File: src/sv/gbn_pkg.sv
// ----------------------------------------------------------------------------
// Go-Back-N sender package
// Default sizes, request codes and timer command codes.
// ----------------------------------------------------------------------------
package gbn_pkg;

  localparam int DEF_WINDOW_SIZE  = 4;
  localparam int DEF_SEQ_BITS     = 16;
  localparam int DEF_PAYLOAD_BITS = 32;

  typedef logic [1:0] req_t;
  typedef logic [1:0] tmr_t;

  // request codes
  localparam req_t REQ_SEND    = 2'd0;
  localparam req_t REQ_ACK     = 2'd1;
  localparam req_t REQ_TIMEOUT = 2'd2;

  // timer command codes
  localparam tmr_t TMR_NONE    = 2'd0;
  localparam tmr_t TMR_START   = 2'd1;
  localparam tmr_t TMR_STOP    = 2'd2;
  localparam tmr_t TMR_RESTART = 2'd3;

endpackage

File: src/sv/go_back_n_sender.sv
// Steps: a stored send or a moving ack goes through the count, decide, add
//   and emit states; any other single-result item skips the add. A new beat
//   is taken only in idle, after the prior item's last result is emitted.
//   A timeout replays up to WINDOW_SIZE packets by the add, ring read, emit
//   loop. Reset (rst, synchronous): clears base, next sequence, window-full
//   flag and output valid; the ring is not cleared.
// ----------------------------------------------------------------------------
// Go-Back-N sender window
// Stores sent payloads in a ring of 2*WINDOW_SIZE entries, tracks the
// outstanding range, issues timer commands and replays on timeout.
// ----------------------------------------------------------------------------
module go_back_n_sender #(
  parameter int WINDOW_SIZE  = gbn_pkg::DEF_WINDOW_SIZE,
  parameter int SEQ_BITS     = gbn_pkg::DEF_SEQ_BITS,
  parameter int PAYLOAD_BITS = gbn_pkg::DEF_PAYLOAD_BITS
) (
  input  logic                    clk,
  input  logic                    rst,
  // input channel
  input  logic                    in_valid,
  output logic                    in_ready,
  input  logic [1:0]              req_type,
  input  logic [PAYLOAD_BITS-1:0] send_payload,
  input  logic [SEQ_BITS-1:0]     ack_number,
  input  logic                    ack_valid,
  input  logic [SEQ_BITS-1:0]     expired_seq,
  // output channel
  output logic                    out_valid,
  input  logic                    out_ready,
  output logic                    packet_out,
  output logic [SEQ_BITS-1:0]     packet_seq,
  output logic [PAYLOAD_BITS-1:0] packet_payload,
  output logic                    accepted,
  output logic [1:0]              timer_cmd,
  output logic [SEQ_BITS-1:0]     timer_seq,
  output logic                    window_full,
  output logic                    last
);

  localparam int RING_DEPTH = 2 * WINDOW_SIZE;
  localparam int IDX_W      = $clog2(RING_DEPTH);
  localparam int CNT_W      = $clog2(WINDOW_SIZE + 1);

  // sequencer states
  localparam logic [2:0] ST_IDLE   = 3'd0;  // wait for an input beat
  localparam logic [2:0] ST_COUNT  = 3'd1;  // count = next_seq - window_base
  localparam logic [2:0] ST_DECIDE = 3'd2;  // ack offset, branch on request
  localparam logic [2:0] ST_ADD    = 3'd3;  // advance next_seq / base, or replay address
  localparam logic [2:0] ST_READ   = 3'd4;  // ring data ready, build replay result
  localparam logic [2:0] ST_EMIT   = 3'd5;  // hand result to the output register

  logic [2:0] state;

  // window state
  logic [SEQ_BITS-1:0] window_base;
  logic [SEQ_BITS-1:0] next_seq;
  logic                waiting;

  // captured input beat
  gbn_pkg::req_t         req_q;
  logic [PAYLOAD_BITS-1:0] pay_q;
  logic [SEQ_BITS-1:0]   ackn_q;
  logic                  ackv_q;
  logic [SEQ_BITS-1:0]   expd_q;

  // working registers
  logic [SEQ_BITS-1:0] cnt;      // outstanding count, unclamped
  logic [CNT_W-1:0]    rep_n;    // packets to replay
  logic [CNT_W-1:0]    rep_i;    // replay index
  logic [SEQ_BITS-1:0] rd_seq;   // sequence number of the ring read in flight

  // pending result
  logic                    r_pkt;
  logic [SEQ_BITS-1:0]     r_seq;
  logic [PAYLOAD_BITS-1:0] r_pay;
  logic                    r_acc;
  gbn_pkg::tmr_t           r_tcmd;
  logic [SEQ_BITS-1:0]     r_tseq;
  logic                    r_last;

  // shared adder
  logic [SEQ_BITS-1:0] alu_a;
  logic [SEQ_BITS-1:0] alu_b;
  logic                alu_sub;
  logic [SEQ_BITS-1:0] alu_sum;
  logic                alu_lt;

  // ring ports
  logic                    ring_we;
  logic [PAYLOAD_BITS-1:0] ring_rdata;

  logic slot_free;
  logic cnt_lt_w;
  logic send_ok;

  assign in_ready  = (state == ST_IDLE);
  assign slot_free = !out_valid || out_ready;
  assign cnt_lt_w  = (cnt < SEQ_BITS'(WINDOW_SIZE));
  assign send_ok   = !waiting && cnt_lt_w;

  // Operand select for the shared adder: one modular add or subtract a step.
  always_comb begin
    alu_a   = next_seq;
    alu_b   = window_base;
    alu_sub = 1'b1;
    unique case (state)
      ST_DECIDE: begin
        alu_a   = ackn_q;
        alu_b   = window_base;
        alu_sub = 1'b1;
      end
      ST_ADD: begin
        alu_sub = 1'b0;
        if (req_q == gbn_pkg::REQ_SEND) begin
          alu_a = next_seq;
          alu_b = SEQ_BITS'(1);
        end else if (req_q == gbn_pkg::REQ_ACK) begin
          alu_a = ackn_q;
          alu_b = SEQ_BITS'(1);
        end else begin
          alu_a = window_base;
          alu_b = SEQ_BITS'(rep_i);
        end
      end
      default: begin
        alu_a   = next_seq;
        alu_b   = window_base;
        alu_sub = 1'b1;
      end
    endcase
  end

  gbn_alu #(
    .SEQ_BITS (SEQ_BITS)
  ) u_gbn_alu (
    .a     (alu_a),
    .b     (alu_b),
    .sub   (alu_sub),
    .limit (cnt),
    .sum   (alu_sum),
    .lt    (alu_lt)
  );

  // Store the payload when an accepted send is decided.
  assign ring_we = (state == ST_DECIDE) && (req_q == gbn_pkg::REQ_SEND) && send_ok;

  gbn_ring #(
    .DEPTH (RING_DEPTH),
    .WIDTH (PAYLOAD_BITS)
  ) u_gbn_ring (
    .clk   (clk),
    .we    (ring_we),
    .waddr (next_seq[IDX_W-1:0]),
    .wdata (pay_q),
    .raddr (alu_sum[IDX_W-1:0]),
    .rdata (ring_rdata)
  );

  // Sequencer and window state.
  always_ff @(posedge clk) begin
    if (rst) begin
      state       <= ST_IDLE;
      window_base <= '0;
      next_seq    <= '0;
      waiting     <= 1'b0;
    end else begin
      unique case (state)
        ST_IDLE: begin
          if (in_valid) begin
            state <= ST_COUNT;
          end
        end
        ST_COUNT: begin
          state <= ST_DECIDE;
        end
        ST_DECIDE: begin
          state <= ST_EMIT;
          unique case (req_q)
            gbn_pkg::REQ_SEND: begin
              if (send_ok) begin
                // window fills with this packet
                if (cnt == SEQ_BITS'(WINDOW_SIZE - 1)) begin
                  waiting <= 1'b1;
                end
                state <= ST_ADD;
              end else if (!waiting && cnt == SEQ_BITS'(WINDOW_SIZE)) begin
                waiting <= 1'b1;
              end
            end
            gbn_pkg::REQ_ACK: begin
              if (ackv_q && alu_lt) begin
                waiting <= 1'b0;
                state   <= ST_ADD;
              end
            end
            gbn_pkg::REQ_TIMEOUT: begin
              if (cnt != '0) begin
                state <= ST_ADD;
              end
            end
            default: begin
              state <= ST_EMIT;
            end
          endcase
        end
        ST_ADD: begin
          if (req_q == gbn_pkg::REQ_SEND) begin
            next_seq <= alu_sum;
            state    <= ST_EMIT;
          end else if (req_q == gbn_pkg::REQ_ACK) begin
            window_base <= alu_sum;
            state       <= ST_EMIT;
          end else begin
            state <= ST_READ;
          end
        end
        ST_READ: begin
          state <= ST_EMIT;
        end
        ST_EMIT: begin
          if (slot_free) begin
            state <= r_last ? ST_IDLE : ST_ADD;
          end
        end
        default: begin
          state <= ST_IDLE;
        end
      endcase
    end
  end

  // Datapath registers: captured beat, counts and the pending result.
  always_ff @(posedge clk) begin
    unique case (state)
      ST_IDLE: begin
        req_q  <= req_type;
        pay_q  <= send_payload;
        ackn_q <= ack_number;
        ackv_q <= ack_valid;
        expd_q <= expired_seq;
      end
      ST_COUNT: begin
        cnt <= alu_sum;
      end
      ST_DECIDE: begin
        // default: result with nothing set but last
        r_pkt  <= 1'b0;
        r_seq  <= '0;
        r_pay  <= '0;
        r_acc  <= 1'b0;
        r_tcmd <= gbn_pkg::TMR_NONE;
        r_tseq <= '0;
        r_last <= 1'b1;
        rep_i  <= '0;
        rep_n  <= cnt_lt_w ? CNT_W'(cnt) : CNT_W'(WINDOW_SIZE);
        unique case (req_q)
          gbn_pkg::REQ_SEND: begin
            if (send_ok) begin
              r_pkt <= 1'b1;
              r_seq <= next_seq;
              r_pay <= pay_q;
              r_acc <= 1'b1;
              if (cnt == '0) begin
                r_tcmd <= gbn_pkg::TMR_START;
                r_tseq <= next_seq;
              end
            end else if (!waiting) begin
              r_acc <= 1'b1;
            end
          end
          gbn_pkg::REQ_TIMEOUT: begin
            if (cnt == '0) begin
              r_tcmd <= gbn_pkg::TMR_RESTART;
              r_tseq <= expd_q;
            end
          end
          default: begin
            r_acc <= 1'b0;
          end
        endcase
      end
      ST_ADD: begin
        rd_seq <= alu_sum;
        if (req_q == gbn_pkg::REQ_ACK) begin
          // base reaches next_seq: nothing left, stop the old timer
          if (alu_sum == next_seq) begin
            r_tcmd <= gbn_pkg::TMR_STOP;
            r_tseq <= window_base;
          end else begin
            r_tcmd <= gbn_pkg::TMR_RESTART;
            r_tseq <= alu_sum;
          end
        end
      end
      ST_READ: begin
        r_pkt  <= 1'b1;
        r_seq  <= rd_seq;
        r_pay  <= ring_rdata;
        r_acc  <= 1'b0;
        r_tcmd <= (rep_i == '0) ? gbn_pkg::TMR_RESTART : gbn_pkg::TMR_NONE;
        r_tseq <= (rep_i == '0) ? expd_q : '0;
        r_last <= (rep_i == rep_n - CNT_W'(1));
      end
      ST_EMIT: begin
        if (slot_free && !r_last) begin
          rep_i <= rep_i + CNT_W'(1);
        end
      end
      default: begin
        rep_i <= rep_i;
      end
    endcase
  end

  // Output register: load in EMIT once the previous beat has gone.
  always_ff @(posedge clk) begin
    if (rst) begin
      out_valid <= 1'b0;
    end else if (state == ST_EMIT && slot_free) begin
      out_valid <= 1'b1;
    end else if (out_ready) begin
      out_valid <= 1'b0;
    end
  end

  always_ff @(posedge clk) begin
    if (state == ST_EMIT && slot_free) begin
      packet_out     <= r_pkt;
      packet_seq     <= r_seq;
      packet_payload <= r_pay;
      accepted       <= r_acc;
      timer_cmd      <= r_tcmd;
      timer_seq      <= r_tseq;
      window_full    <= waiting;
      last           <= r_last;
    end
  end

endmodule

File: src/sv/gbn_alu.sv
// ----------------------------------------------------------------------------
// Go-Back-N shared sequence adder
// Modular add or subtract of sequence numbers with a less-than compare.
// ----------------------------------------------------------------------------
module gbn_alu #(
  parameter int SEQ_BITS = gbn_pkg::DEF_SEQ_BITS
) (
  input  logic [SEQ_BITS-1:0] a,
  input  logic [SEQ_BITS-1:0] b,
  input  logic                sub,
  input  logic [SEQ_BITS-1:0] limit,
  output logic [SEQ_BITS-1:0] sum,
  output logic                lt
);

  // two's complement subtract: invert b, carry in one
  assign sum = a + (b ^ {SEQ_BITS{sub}}) + SEQ_BITS'(sub);
  assign lt  = (sum < limit);

endmodule

File: src/sv/gbn_ring.sv
// ----------------------------------------------------------------------------
// Go-Back-N payload ring
// One write port, one registered read port; contents undefined until written.
// ----------------------------------------------------------------------------
module gbn_ring #(
  parameter int DEPTH = 2 * gbn_pkg::DEF_WINDOW_SIZE,
  parameter int WIDTH = gbn_pkg::DEF_PAYLOAD_BITS
) (
  input  logic                     clk,
  input  logic                     we,
  input  logic [$clog2(DEPTH)-1:0] waddr,
  input  logic [WIDTH-1:0]         wdata,
  input  logic [$clog2(DEPTH)-1:0] raddr,
  output logic [WIDTH-1:0]         rdata
);

  logic [WIDTH-1:0] mem [DEPTH];

  always_ff @(posedge clk) begin
    if (we) begin
      mem[waddr] <= wdata;
    end
  end

  always_ff @(posedge clk) begin
    rdata <= mem[raddr];
  end

endmodule

File: config.mk
export PLATFORM = sky130hd
export DESIGN_NAME = go_back_n_sender
export DESIGN_NICKNAME = d
export VERILOG_FILES = /design/src/sv/gbn_pkg.sv /design/src/sv/go_back_n_sender.sv /design/src/sv/gbn_alu.sv /design/src/sv/gbn_ring.sv
export SDC_FILE = /design/constraint.sdc
export NUM_CORES = 1
export LEC_CHECK = 0
export ABC_AREA = 1
export BUFFER_PORTS_ARGS = -buffer_cell sky130_fd_sc_hd__buf_2
export CORE_MARGIN = 8
export CORE_UTILIZATION = 55
export CTS_CLUSTER_SIZE = 30
export DETAILED_ROUTE_END_ITERATION = 6
export MAX_ROUTING_LAYER = met4
export PLACE_DENSITY = 0.84
export SYNTH_ARGS = -nofsm -noshare
export SYNTH_HDL_FRONTEND = slang
export SYNTH_SLANG_ARGS = --single-unit
File: constraint.sdc
create_clock -name clk -period 4.85 [get_ports clk]
set_input_delay 0.7275 -clock clk [delete_from_list [all_inputs] [get_ports clk]]
set_output_delay 0.7275 -clock clk [all_outputs]
set_load 0.1 [all_outputs]
==> summary.json <==
{
  "synth": {
    "syn-cell-area_mm2": 0.0233,
    "fraction_of_synthesized_area_in_multiplexers_pct": 0,
    "synthDistinctLibCells": 45,
    "synth_area_per_cell_um2": 11.5,
    "postSynthNetCount": 2141,
    "synthSimpleGateAreaFrac_pct": 13.1,
    "synth-async-reset-ratio_pct": 0,
    "yosys.area_share.xor_xnor_pct": 0.359,
    "netlist_instances": 2037,
    "yosys_register_bits": 569,
    "synthFlopType": "sky130_fd_sc_hd__edfxtp_1",
    "post_synthesis_adder_cell_area_fraction_pct": 1.80,
    "synthesized_area_fraction_occupied_by_ao_oa_aoi_and_oai_cells_pct": 9.67,
    "synth_top_family_by_area": "simple AND/OR/NAND/NOR gates",
    "yosys_warnings": 0,
    "synth_sequential_area_ratio_pct": 70.2,
    "number_of_enable_flip_flop_cells_after_synthesis": 500
  },
  "cells_and_area": {
    "area_delta_synth_final_pct": 15.4,
    "fin_area_mm2": 0.0269,
    "commonest_non_fill_non_tap_cells_in_the_layout": "sky130_fd_sc_hd__edfxtp_1, sky130_fd_sc_hd__nor2_1, sky130_fd_sc_hd__nand2_1",
    "proportion_of_layout_cells_with_a_drive_suffix_above_1_pct": 15.4,
    "layout.filler_cells": 2936,
    "layout.nets": 2302,
    "leading_cell_type_in_the_layout_fill_and_taps_excluded": "sky130_fd_sc_hd__edfxtp_1"
  },
  "timing": {
    "fin_tns_setup_ps": 0,
    "worst_slew_margin_rel_pct": 13.9,
    "worstMarginPinSlew_ps": 1290,
    "setup-violations-final": 0,
    "drv_slew": 0,
    "finalWorstPathRequiredPeriod_ps": 4520,
    "timing.final.crit_share_pct": 93.1,
    "finClkSkew_ps": 74.4,
    "max_fclk_mhz": 221,
    "hold_violation_total_from_the_final_report": 0
  },
  "worst_setup_path": {
    "data_required_time_of_the_worst_path_ps": 5330,
    "timing.reg2reg.worst_path_depth": 28,
    "worstSetupEndpointType": "flop",
    "cp_max_fo": 9,
    "cpMostUsedCell": "sky130_fd_sc_hd__nand2_1",
    "cpMaxStageDelayCell": "sky130_fd_sc_hd__dfxtp_1",
    "ff2ff_setup_slack_ps": 330,
    "timing.critical_path.slowest_cell_delay_ps": 450,
    "type_of_the_setup_path_with_the_least_slack": "reg2reg",
    "worst_ep_arrival_time_ps": 4990,
    "start_kind": "flop",
    "rr_startpoint": "state[1]$_SDFFE_PP0P_",
    "crit-reg2reg-capture": "state[2]$_SDFFE_PP0P_"
  },
  "drt": {
    "routed_wl_um": 59600,
    "routed-via-count": 16436,
    "routed_antenna_nets": 0,
    "route.met2.wl_um": 28400,
    "detailedRoute.firstIterationViolations": 2103,
    "detail_route.vias_per_cell": 5.90,
    "wire_per_inst_um": 21.4,
    "remaining_drc_errors": 0,
    "wirelength_met1_um": 23300,
    "top_layer": "met4",
    "route.met3.wl_um": 5970,
    "first_pass_iters": 6
  },
  "clock_tree": {
    "tritoncts": "yes",
    "cts-buffers-inserted": 55,
    "clock_insertion_delay_worst_skew_ps": 650,
    "clock_path_buffers": 3,
    "h_tree_depth_reported_by_cts": 2,
    "cts.sink_count": 569,
    "cts-root-buf": "sky130_fd_sc_hd__clkbuf_16",
    "worst_setup_hold_path_clk_slew_ps": 70
  },
  "floorplan": {
    "ioPinCount": 143,
    "start_util_pct": 55.7,
    "die_h_um": 222,
    "placementRows": 75,
    "core_area_mm2": 0.0419,
    "die_width_um": 222,
    "fp.dieArea_mm2": 0.0493
  },
  "power": {
    "power_density_mw_per_mm2": 489,
    "power.static_leakage_nw": 10.4,
    "worst_ir_drop_vdd_uv": 352
  },
  "global_routing": {
    "number_of_global_route_vias_before_repair": 16230,
    "grt_start_max_net_pins": 87,
    "antenna_found_initial": 1,
    "grt_first_pass_wirelength_um": 90900,
    "gr-total-overflow": 0,
    "grt_util_all_layers_pct": 24.2
  },
  "placed_design": {
    "dp_hpwl_um": 36400,
    "place_congestion": 0.977,
    "placement.io_buffers": 142,
    "place_area_mm2": 0.0248
  },
  "hold_path": {
    "min-delay-start": "send_payload[6]",
    "hold_class": "in2reg",
    "hold-path-cell-count": 1,
    "hold-path-endpoint": "pay_q[6]$_DFFE_PP_"
  },
  "status": {
    "run_status": "complete, no violations"
  },
  "job": {
    "count_of_maximum_capacitance_violations": 0
  }
}
## worst max path at each step
stage / depth (start not counted) / end / from / slack, ps
floorplan: 29 / state[2]$_SDFFE_PP0P_ / state[2]$_SDFFE_PP0P_ / 410
global placement: 28 / state[2]$_SDFFE_PP0P_ / state[2]$_SDFFE_PP0P_ / 350
detailed placement: 28 / state[2]$_SDFFE_PP0P_ / state[2]$_SDFFE_PP0P_ / 180
CTS: 28 / state[2]$_SDFFE_PP0P_ / state[2]$_SDFFE_PP0P_ / 120
global route: 32 / state[2]$_SDFFE_PP0P_ / req_q[1]$_DFFE_PP_ / -10
finish: 28 / state[2]$_SDFFE_PP0P_ / state[1]$_SDFFE_PP0P_ / 330
## state kept, by name (all words and copies together), names as in the netlist, 32 cells and up
register / count
u_gbn_ring.mem: 256
pay_q: 32
r_pay: 32
packet_payload: 32
u_gbn_ring.rdata: 32
## worst max-delay path: cells and delay by family, from the launching register on
| family | cells | cell delay, ps |
|---|---|---|
| compound gates | 6 | 1160 |
| flops | 1 | 450 |
| simple gates | 14 | 1460 |
| buf+inv | 6 | 720 |
| fa+ha+maj | 2 | 590 |
## through the flow
step / util (%) / hold WS (ps) / setup slack (ps) / cells / power (mW)
2_1_floorplan: - / 400 / 413 / 2037 / 7.64
6_report: 64.2 / 245 / 334 / 2785 / 13.2
4_1_cts: 64.0 / 215 / 118 / 2779 / 13.1
3_3_place_gp: 59.2 / 401 / 352 / 2675 / 8.36
5_1_grt: 64.2 / 219 / -14.8 / 2784 / 13.7
3_5_place_dp: 59.2 / 405 / 178 / 2675 / 8.47
## final cells by class
type,instances,area [um2],share of cell area [%]
clock inverters,40,589,2.19
clock buffers,64,1430,5.31
inverters,203,764,2.84
diodes,1,2.50,0.00929
repair buffers,193,1140,4.23
flip-flops and latches,569,16400,60.9
well taps,539,674,2.50
multi-input cells,1176,5930,22.0
## cells in the mapped netlist, drive strengths merged (32+ instances only)
cell type	instances	area, um2
ha	32	400
o22ai	36	225
inv	201	754
nand3	108	586
dfxtp	69	1380
nor2	304	1160
nand2	285	1120
a21oi	61	317
a31oi	40	250
edfxtp	500	15000
o21ai	231	1160
clkbuf	71	267
## metal layers
| metal | global-route usage (%) | vias up |
|---|---|---|
| li1 | - | 7445 |
| met1 | 30.2 | 7873 |
| met2 | 38.6 | 963 |
| met3 | 5.55 | 155 |
| met4 | 8.89 | 0 |
| met5 | - | - |
## repair_timing
item / CTS / global route
setup buffers: 0 / 5
endpoints found under the setup margin: 0 / 19
hold buffers: 0 / 0
gates resized for setup: 0 / 15
## power breakdown
| group | total, mW | switching [mW] | internal, mW |
|---|---|---|---|
| registers | 6.03 | 0.210 | 5.82 |
| logic | 2.45 | 1.74 | 0.711 |
| clock network | 4.68 | 1.90 | 2.79 |
## logic make-up (layout without fill, tap and decap cells)
family,count (synthesis),in the layout
and+or+nand+nor,728,728
xor gates and xnor gates,8,8
AOI/OAI and AO/OA,407,407
buffers and inverters,292,500
other,0,1
DFF,569,569
adders and majority gates,33,33
Power figures use the tool's default switching activity.
